File: config.mk
export PLATFORM = sky130hd
export DESIGN_NAME = taau_div
export DESIGN_NICKNAME = d
export VERILOG_FILES = /design/src/design/taau_pkg.sv /design/src/design/taau_div.sv
export SDC_FILE = /design/constraint.sdc
export NUM_CORES = 1
export LEC_CHECK = 0
export BUFFER_PORTS_ARGS = -buffer_cell sky130_fd_sc_hd__clkbuf_2
export CAP_MARGIN = 40
export CORE_MARGIN = 2
export CORE_UTILIZATION = 65
export DETAILED_ROUTE_END_ITERATION = 7
export GPL_ROUTABILITY_DRIVEN = 0
export PLACE_DENSITY_LB_ADDON = 0.1
export SLEW_MARGIN = 25
export SYNTH_ARGS = -nofsm -noshare
export SYNTH_HDL_FRONTEND = slang
export SYNTH_SLANG_ARGS = --single-unit
File: constraint.sdc
create_clock -name clk -period 4.7 [get_ports clk]
set_input_delay 0.47 -clock clk [delete_from_list [all_inputs] [get_ports clk]]
set_output_delay 0.47 -clock clk [all_outputs]
set_load 0.01 [all_outputs]
File: src/design/taau_pkg.sv
// Shared types and constants for the table-driven two-argument arctangent unit.
// Used by taau_div and table_atan2_angle_unit; depends on nothing else.
package taau_pkg;

  localparam int RATIO_FRACTION_BITS_DEF = 10;
  localparam int MAG_W   = 32;
  localparam int INDEX_W = 11;
  localparam int ENTRY_W = 16;
  localparam int ANGLE_W = 17;

  localparam logic OP_WRITE = 1'b0;
  localparam logic OP_ANGLE = 1'b1;

  typedef struct packed {
    logic                      op;
    logic                      y_neg;
    logic                      x_neg;
    logic                      zero;
    logic                      swap;
    logic [INDEX_W-1:0]        idx;
    logic signed [ENTRY_W-1:0] val;
  } tag_t;

endpackage

File: src/design/taau_div.sv
// Pipelined restoring divider producing one quotient bit per stage.
// Depends on taau_pkg for the request tag that travels alongside.
module taau_div #(
  parameter int R = taau_pkg::RATIO_FRACTION_BITS_DEF
) (
  input  logic                      clk,
  input  logic                      rst_n,
  input  logic                      vld_in,
  input  taau_pkg::tag_t            tag_in,
  input  logic [taau_pkg::MAG_W-1:0] num_in,
  input  logic [taau_pkg::MAG_W-1:0] den_in,
  output logic                      vld_out,
  output taau_pkg::tag_t            tag_out,
  output logic [R:0]                q_out
);
  import taau_pkg::*;

  localparam int WW = MAG_W + R;

  logic             vld_r [0:R];
  tag_t             tag_r [0:R];
  logic [MAG_W-1:0] rem_r [0:R];
  logic [MAG_W-1:0] den_r [0:R];
  logic [R:0]       q_r   [0:R];

  for (genvar s = 0; s <= R; s++) begin : g_stage
    localparam int B = R - s;
    logic             vld_i;
    tag_t             tag_i;
    logic [MAG_W-1:0] rem_i;
    logic [MAG_W-1:0] den_i;
    logic [R:0]       q_i;
    logic [WW-1:0]    dsh;
    logic [WW-1:0]    diff;
    logic             take;

    if (s == 0) begin : g_first
      assign vld_i = vld_in;
      assign tag_i = tag_in;
      assign rem_i = num_in;
      assign den_i = den_in;
      assign q_i   = '0;
    end else begin : g_next
      assign vld_i = vld_r[s-1];
      assign tag_i = tag_r[s-1];
      assign rem_i = rem_r[s-1];
      assign den_i = den_r[s-1];
      assign q_i   = q_r[s-1];
    end

    assign dsh  = WW'(den_i) << B;
    assign take = WW'(rem_i) >= dsh;
    assign diff = WW'(rem_i) - dsh;

    always_ff @(posedge clk) begin
      if (!rst_n) begin
        vld_r[s] <= 1'b0;
      end else begin
        vld_r[s] <= vld_i;
      end
      tag_r[s] <= tag_i;
      den_r[s] <= den_i;
      rem_r[s] <= take ? diff[MAG_W-1:0] : rem_i;
      q_r[s]   <= take ? (q_i | ((R+1)'(1) << B)) : q_i;
    end
  end

  assign vld_out = vld_r[R];
  assign tag_out = tag_r[R];
  assign q_out   = q_r[R];

endmodule

==> out/qor.txt, run 1 <==
Critical path fanouts, max - 37
Capturing point of the worst reg2reg path - rem_r[8][3]
Slew @ Worst Pin - 0.876 ns
Fillers - 3925
Vias - 26800
Clock Sinks - 1069
Clk_skew - 0.0628 ns
Number of flops mapped to enable cells by yosys - 0
Worst R2R Setup Slack - 0.82 ns
Period utilization - 82.6%
WP buf/inv - 3
Area growth syn-to-layout - 15.2%
Final Hold Slack - 0.0334 ns
Crit path largest cell delay - 0.62 ns
Most used cell, CP - inv_1
Hold path depth - 3
I/O pin total - 143
Worst EP arrival - 4.42 ns
DRT iter0 DRCs - 1750
Final WL - 77800 um
Reg clk slew, reported paths - 0.06 ns
Antenna violations before repair - 0
Synthesized area per cell - 10.6 sq um
WL/cell - 16.0 um
Die ar. - 0.0626 sq mm
Synth unique cells - 83
Sequential area share after synthesis - 54.3%
Starting Density - 65.5%
Die height - 250 um
Final Hold Fails - 0
DP HPWL - 56300 um
Vias in the first global route - 27400
Yosys reg bits - 1069
Post-Syn Instances - 3711
Footprint of the multi-input gates - 0.0164 sq mm
Worst setup SP type - flip-flop
PortBufs - 142
Register area - 0.0214 sq mm
H-tree Lvls - 3
Commonest non-fill, non-tap cell in the layout - dfxtp_1
Origin of the critical flop-to-flop path - rem_r[7][2]
Hold Crit Start - num_in[10]
Nets - 4390
Top Family by Delay on Critical Path - compound AO/OA/AOI/OAI gates
TritonCTS buffer count - 100
GR Util All Layers - 24.7%
Fin. max-slew vios - 0
Syn Nets - 4117
Final cell count without fillers - 4850
DRT Pass-1 Iters - 5
Hold Crit Class - input port to flip-flop
Global-route wire length before repair - 128000 um
CTS Buffer Depth - 3
Core Area - 0.0601 sq mm
Synth Flop Type - dfxtp_1
Hold Path Sink - rem_r[0][10]
Crit Path Class - flip-flop to flip-flop
Lkg Pwr - 20.9 nW
Max_cap viols - 0
Asr flop ratio synth - 0%
CP max stage cell - a311oi_1
Global route overflow - 0
Die width - 250 um
Maximum VDD drop - 470 uV
CP cell instances - inv_1 > ha_1 > inv_1 > fa_1 > a21o_1 > a221oi_1 > a21oi_1 > a311oi_1 > a31oi_1 > nor3_1 > nor4_4 > buf_4 > mux2_2
# rows - 90
Status - finished, final reports clean
Number of remaining DRC errors - 0
Resized Gates After CTS - 0
Unrepaired setup endpoints after global routing - false
Reg2Reg Depth - 13
Largest net degree at the start of global routing - 38
Root buffer cell - clkbuf_16
Fraction of layout cells with a size suffix above 1 - 12.5%
Setup violations, final - 0
Post-Place Cells - 4586
Final Util - 75.5%
Mapped Area - 0.0394 sq mm
Worst EP required - 5.24 ns
Worst skew pair latency - 0.68 ns
CTS tree - done
Final ANT Viol Nets - 0
Pwr Density - 472 mW/mm^2
Relative slew slack - 41.1%
YS warnings - 0
Fin crit period - 3.88 ns
Crit end category - flip-flop
Setup TNS - 0 ns
Fmax - 0.258 GHz
Avg Vias per Cell - 5.53
Leading cell types in the layout, fill and taps excluded - 1069 x dfxtp_1, 362 x inv_1, 297 x ha_1
==> synthesized netlist by cell type, types with 47 or more instances <==
library cell,count,area (sq um)
a21o_1,122,916
a21oi_1,245,1230
dfxtp_1,1069,21400
ha_1,297,3720
inv_1,362,1360
mux2_2,146,1640
nand2_1,193,724
nand4_1,47,294
nor2_1,170,638
nor2b_1,57,357
o21ai_0,198,991
xnor2_1,130,1140
xor2_1,77,674
==> cell type report <==
type                    count  share of cell area (%)
diodes                      1                 0.00551
clock buffers             135                    6.22
clock inverters            50                    1.77
inverters                 362                    2.99
multi-input cells        2212                    36.1
flip-flops and latches   1069                    47.1
well taps                 782                    2.16
repair buffers            239                    3.65
==> flip-flops by register name, indices dropped and copies added (netlist names) <==
name   flops
vld_r     11
q_r       66
rem_r    320
tag_r    352
den_r    320
==> worst min-delay path: cells and delay by family <==
family	cells	cell delay (ns)
buffers and inverters	1	0.10
and+or+nand+nor	1	0.04
AOI/OAI and AO/OA	1	0.05
==> cells by family after synthesis <==
| family | share of synthesized area [%] |
|---|---|
| compound gates | 13.6 |
| mux | 4.71 |
| fa+ha+maj | 9.94 |
| flops | 54.3 |
| simple gates | 8.63 |
| buf+inv | 4.22 |
| xor+xnor | 4.60 |
==> per-stage QoR <==
| step | worst slack [ns] | power, mW | area, sq um |
|---|---|---|---|
| 6_report | 0.817 | 21.4 | 45400 |
| 5_1_grt | 0.768 | 22.4 | 45400 |
| 3_5_place_dp | 0.803 | 13.0 | 41000 |
| 3_3_place_gp | 0.869 | 12.8 | 41000 |
| 2_1_floorplan | 1.48 | 12.3 | 39400 |
| 4_1_cts | 0.944 | 21.6 | 45400 |
==> metal layers <==
layer	up-vias	track usage [%]	part of all wire [%]
li1	13400	-	-
met1	12500	26.7	40
met2	768	46.4	52
met3	218	3.13	3.8
met4	0	13.8	4.9
met5	-	0	0
==> how the worst max path moves through the flow <==
| stage | from | end | slack (ns) | cells after the start |
|---|---|---|---|---|
| 2_1_floorplan | num_in[10] | rem_r[0][11] | 1.48 | 13 |
| 3_3_place_gp | num_in[10] | rem_r[0][11] | 0.87 | 13 |
| 3_5_place_dp | num_in[10] | rem_r[0][11] | 0.80 | 13 |
| 4_1_cts | rem_r[2][7] | rem_r[3][13] | 0.94 | 14 |
| 5_1_grt | rem_r[2][7] | rem_r[3][13] | 0.77 | 14 |
| 6_report | rem_r[7][2] | rem_r[8][3] | 0.82 | 13 |
==> repair_timing <==
item	CTS	global route
hold endpoints to repair	77	0
endpoints found under the setup margin	0	0
hold buffers	77	0
setup buffers	0	0
==> where the power goes <==
part           total, mW  internal, mW  switching (mW)
Clock               8.50          5.09            3.41
Combinational       3.01          1.36            1.64
Sequential          9.93          9.66           0.275
Power figures use the tool's default switching activity.
==> run 2, diff against run 1 <==
CORE_UTILIZATION = 55   (was 65)
clock period = 3.3 ns   (was 4.7 ns; I/O delays follow)
==> run 2 against run 1 <==
The flow now finishes with violations (setup timing); die area is 18% higher; power is 44% higher; worst setup slack worse by 0.83 ns; utilization is 9.7 points lower; sequential cell count stayed put; non-clock buffer count is 110 higher; largest cell class unchanged; largest power group unchanged.
==> out/qor.txt, run 2 (synthesized netlist as in run 1, its figures left out) <==
Status - finished with violations
Failing checks - setup timing
CP max stage cell - nor4b_1
Final Hold Slack - 0.296 ns
Avg Vias per Cell - 5.09
Largest net degree at the start of global routing - 39
Post-Place Cells - 4829
Capturing point of the worst reg2reg path - rem_r[1][16]
Final cell count without fillers - 5130
Hold Path Sink - tag_r[0][17]
Fraction of layout cells with a size suffix above 1 - 15.1%
Clk_skew - 0.0238 ns
Starting Density - 55.3%
Fin crit period - 3.31 ns
Critical path fanouts, max - 26
H-tree Lvls - 3
Number of remaining DRC errors - 0
Relative slew slack - 40.9%
Hold path depth - 2
Crit end category - flip-flop
Worst EP arrival - 3.85 ns
Lkg Pwr - 21.6 nW
Top Family by Delay on Critical Path - simple AND/OR/NAND/NOR gates
Period utilization - 100%
# rows - 98
Commonest non-fill, non-tap cell in the layout - dfxtp_1
Core Area - 0.0712 sq mm
Worst setup SP type - flip-flop
Fillers - 5607
Final ANT Viol Nets - 0
Slew @ Worst Pin - 0.873 ns
WP buf/inv - 2
Reg clk slew, reported paths - 0.06 ns
Worst R2R Setup Slack - -0.01 ns
Hold Crit Start - tag_in[17]
GR Util All Layers - 19.8%
Final worst slack - -0.0127 ns
Hold Crit Class - input port to flip-flop
Setup crit start - den_r[0][2]
Final WL - 74300 um
Global-route wire length before repair - 120000 um
Nets - 4502
Antenna violations before repair - 0
Pwr Total - 30.8 mW
Reg2Reg Depth - 9
Biggest register - tag_r
Crit Path Class - flip-flop to flip-flop
Vias - 26100
Setup TNS - -0.0443 ns
Setup violations, final - 9
Vias in the first global route - 25600
DRT iter0 DRCs - 1187
Flip-flop count of the largest register after layout - 352
I/O pin total - 143
CP cell instances - inv_1 > ha_1 > nor4b_1 > nand3_1 > or4_1 > o22ai_1 > o211a_1 > buf_12 > mux2_2
DP HPWL - 55100 um
Fin. max-slew vios - 0
Die height - 272 um
Max_cap viols - 0
Origin of the critical flop-to-flop path - den_r[0][2]
Global route overflow - 0
WL/cell - 14.5 um
Fmax - 0.302 GHz
Maximum VDD drop - 543 uV
Final Hold Fails - 0
TritonCTS buffer count - 102
Die width - 272 um
Die ar. - 0.0738 sq mm
Biggest regs - tag_r (352), den_r (320), rem_r (320)
Worst skew pair latency - 0.67 ns
CTS tree - done
Final Util - 65.8%
Pwr Density - 657 mW/mm^2
PortBufs - 142
DRT Pass-1 Iters - 5
CTS Buffer Depth - 3
Leading cell types in the layout, fill and taps excluded - 1069 x dfxtp_1, 362 x inv_1, 297 x ha_1
Area growth syn-to-layout - 19.0%
Root buffer cell - clkbuf_16
N_diodes - 0
Crit path largest cell delay - 0.73 ns
Worst EP required - 3.84 ns
Clock Sinks - 1069
run 2: cell count changes in the layout (fill, tap and decap cells not counted), sizes merged:
cell         previous run  this run
clkinv                 28        30
diode                   1         0
bufinv                 15        14
clkbuf                277       282
clkinvlp                5         4
buf                    20       104
inv                   364       366
dlygate4sd3            77        99
run 2: worst max path at each step:
stage	endpoint	slack, ns	depth (start not counted)
2_1_floorplan	rem_r[3][23]	0.16	14
3_3_place_gp	rem_r[8][5]	0.04	12
3_5_place_dp	rem_r[3][13]	-0.005	14
4_1_cts	rem_r[8][11]	0.002	12
5_1_grt	rem_r[3][21]	-0.0009	12
6_report	rem_r[1][16]	-0.01	9
run 2: layout make-up:
type / count / area, sq um / area share (%)
flip-flops and latches: 1069 / 21400 / 45.6
clock inverters: 52 / 738 / 1.57
multi-input cells: 2212 / 16600 / 35.3
repair buffers: 349 / 2720 / 5.81
well taps: 950 / 1190 / 2.53
inverters: 362 / 1360 / 2.90
clock buffers: 136 / 2930 / 6.25
run 2: stage by stage:
step / area, sq um / worst slack [ns]
6_report: 46900 / -0.0127
5_1_grt: 46900 / -0.000897
4_1_cts: 46500 / 0.00243
3_5_place_dp: 41900 / -0.00493
3_3_place_gp: 41900 / 0.0423
2_1_floorplan: 39400 / 0.165
run 2: power by group:
part / total (mW) / switching [mW] / internal (mW)
Combinational: 4.47 / 2.33 / 2.14
Clock: 12.2 / 4.83 / 7.38
Sequential: 14.1 / 0.379 / 13.8
run 2: metal layers:
layer,global-route usage [%],vias up,wire length [um]
met5,0,-,0
met4,12.0,0,4280
met3,2.79,210,2480
met2,35.1,509,35800
met1,22.5,11800,31700
li1,-,13600,-
run 2: worst reg2reg max path, stage by stage (launching register included):
cell	delay, ns
dfxtp_1	0.36
inv_1	0.05
ha_1	0.35
nor4b_1	0.73
nand3_1	0.14
or4_1	0.64
o22ai_1	0.16
o211a_1	0.22
buf_12	0.19
mux2_2	0.36
run 2: repair_timing:
action,CTS,global route
setup buffers,0,10
hold buffers,99,0
gates cloned,0,5
resized for setup,1,36
endpoints found under the hold margin,108,0
pin swaps,0,14
endpoints found under the setup margin,24,149
==> run 3, diff against run 2 <==
CORE_UTILIZATION = 65   (was 55)
clock period = 4.2 ns   (was 3.3 ns; I/O delays follow)
==> run 3 against run 2 <==
Sequential power is 21% lower; clock power down 28%; clock skew rose by 0.013 ns; register-to-register slack improved by 0.34 ns; global-route usage rose by 4.9 points; combinational power fell by 25%; the flow now finishes without violations; design area fell by 3.6%; utilization grew 9.4 points.
==> out/qor.txt, run 3 (synthesized netlist as in run 1, its figures left out) <==
Fin crit period - 3.90 ns
Global route overflow - 0
Relative slew slack - 42.3%
Crit end category - flip-flop
Final Cell Area - 0.0452 sq mm
Setup TNS - 0 ns
CTS tree - done
Clock Sinks - 1069
PortBufs - 142
DRT iter0 DRCs - 1747
Hold Crit Start - num_in[22]
Core Area - 0.0601 sq mm
Met3 WL post-DR - 3200 um
DRT Pass-1 Iters - 6
Met1 Wirelength - 31000 um
Die height - 250 um
Final ANT Viol Nets - 0
Worst setup SP type - input port
Lkg Pwr - 20.8 nW
Clock Power Share - 37.7%
Final Hold Slack - 0.0285 ns
Vias in the first global route - 27500
Unrepaired setup endpoints after global routing - false
Avg Vias per Cell - 5.51
CTS Buffer Depth - 3
Fraction of layout cells with a size suffix above 1 - 12.2%
NetSw - 5.86 mW
CP cell instances - dlygate4sd3_1 > clkbuf_2 > inv_1 > ha_1 > inv_1 > fa_1 > a21o_1 > a21o_1 > a211oi_1 > a211o_1 > nand2_1 > a311oi_1 > a311o_1 > mux2_2
Die ar. - 0.0626 sq mm
Largest net degree at the start of global routing - 38
Die width - 250 um
Resized Gates After CTS - 0
Seq pwr share - 47.8%
Nets - 4408
GR Util All Layers - 24.6%
Critical path fanouts, max - 8
Pint - 17.4 mW
Number of remaining DRC errors - 0
Leading cell types in the layout, fill and taps excluded - 1069 x dfxtp_1, 362 x inv_1, 297 x ha_1
Maximum VDD drop - 517 uV
Comb power frac - 14.5%
Fmax - 0.256 GHz
Clk_skew - 0.0371 ns
Hold Crit Class - input port to flip-flop
CP max stage cell - a311o_1
H-tree Lvls - 3
Biggest regs - tag_r (352), den_r (320), rem_r (320)
Commonest non-fill, non-tap cell in the layout - dfxtp_1
Vias - 26800
Reg clk slew, reported paths - 0.06 ns
Met2 routed WL - 39600 um
WL/cell - 16.0 um
Antenna violations before repair - 2
Pwr Density - 514 mW/mm^2
Pwr Total - 23.3 mW
Fin. max-slew vios - 0
Starting Density - 65.5%
Max_cap viols - 0
Flip-flop count of the largest register after layout - 352
Slew @ Worst Pin - 0.857 ns
Final WL - 77700 um
Worst EP arrival - 4.45 ns
I/O pin total - 143
DP HPWL - 55700 um
Highest routed metal layer - met4
# rows - 90
Area growth syn-to-layout - 14.8%
Root buffer cell - clkbuf_16
Crit Path Class - input port to flip-flop
Placed instance area - 0.0410 sq mm
Crit path largest cell delay - 0.58 ns
Worst R2R Setup Slack - 0.33 ns
Switching part of the total - 25.2%
Setup crit start - num_in[10]
Final Hold Fails - 0
TritonCTS buffer count - 98
WP buf/inv - 4
Status - finished, final reports clean
Top Family by Delay on Critical Path - compound AO/OA/AOI/OAI gates
Worst EP required - 4.75 ns
Period utilization - 93.0%
Global-route wire length before repair - 128000 um
Worst skew pair latency - 0.67 ns
Setup violations, final - 0
Origin of the critical flop-to-flop path - rem_r[7][2]
Biggest register - tag_r
## run 3: cell count changes in the layout (fill, tap and decap cells not counted), moves of 5 or more
cell and delta:
buf_12 -11, clkinvlp_4 +6, clkinv_2 -8, clkbuf_16 -8, clkbuf_1 +8, bufinv_16 -7
a21oi_1 +5, clkbuf_8 -9, buf_4 -71
## run 3: path summary, 6_finish.rpt
check	end	cells after the start
setup / recovery	rem_r[0][11]	14
hold / removal	rem_r[0][22]	3
setup reg to reg	rem_r[8][14]	13
hold reg to reg	tag_r[7][7]	0
## run 3: metrics by stage
step / utilization (%) / cells / worst slack, ns
2_1_floorplan: - / 3711 / 1.03
3_3_place_gp: 68.1 / 4588 / 0.432
3_5_place_dp: 68.2 / 4589 / 0.331
4_1_cts: 75.2 / 4858 / 0.402
5_1_grt: 75.2 / 4860 / 0.168
6_report: 75.2 / 4860 / 0.295
## run 3: per-layer routing
metal | vias to the layer above | track usage, %
met4 | 0 | 14.1
met1 | 12300 | 26.8
met5 | - | 0
met2 | 847 | 46.0
met3 | 260 | 3.15
li1 | 13400 | -
## run 3: cell type report
class | count | area, sq um
Sequential cell | 1069 | 21400
Multi-Input combinational cell | 2212 | 16400
Fill cell | 3860 | 14900
Clock buffer | 131 | 2740
Timing Repair Buffer | 259 | 1830
Inverter | 362 | 1360
Tap cell | 782 | 978
Clock inverter | 43 | 543
Antenna cell | 2 | 5.00
## run 3: tightest hold or removal path: stages
cell and delay [ns]:
clkbuf_2 0.10, nand2_1 0.05, o21ai_0 0.07
## run 3: repair_timing
item                                   in CTS  in global routing
buffers inserted                            0                  0
hold buffers                               95                  0
endpoints found under the hold margin      95                  0
## run 3: power groups by stage
stage / Clock [mW] / Sequential (mW) / Combinational (mW)
floorplan: 0 / 11.2 / 2.54
global placement: 0 / 11.3 / 3.07
detailed placement: 0 / 11.3 / 3.21
CTS: 8.94 / 11.1 / 3.32
global route: 9.35 / 11.2 / 3.75
finish: 8.77 / 11.1 / 3.37
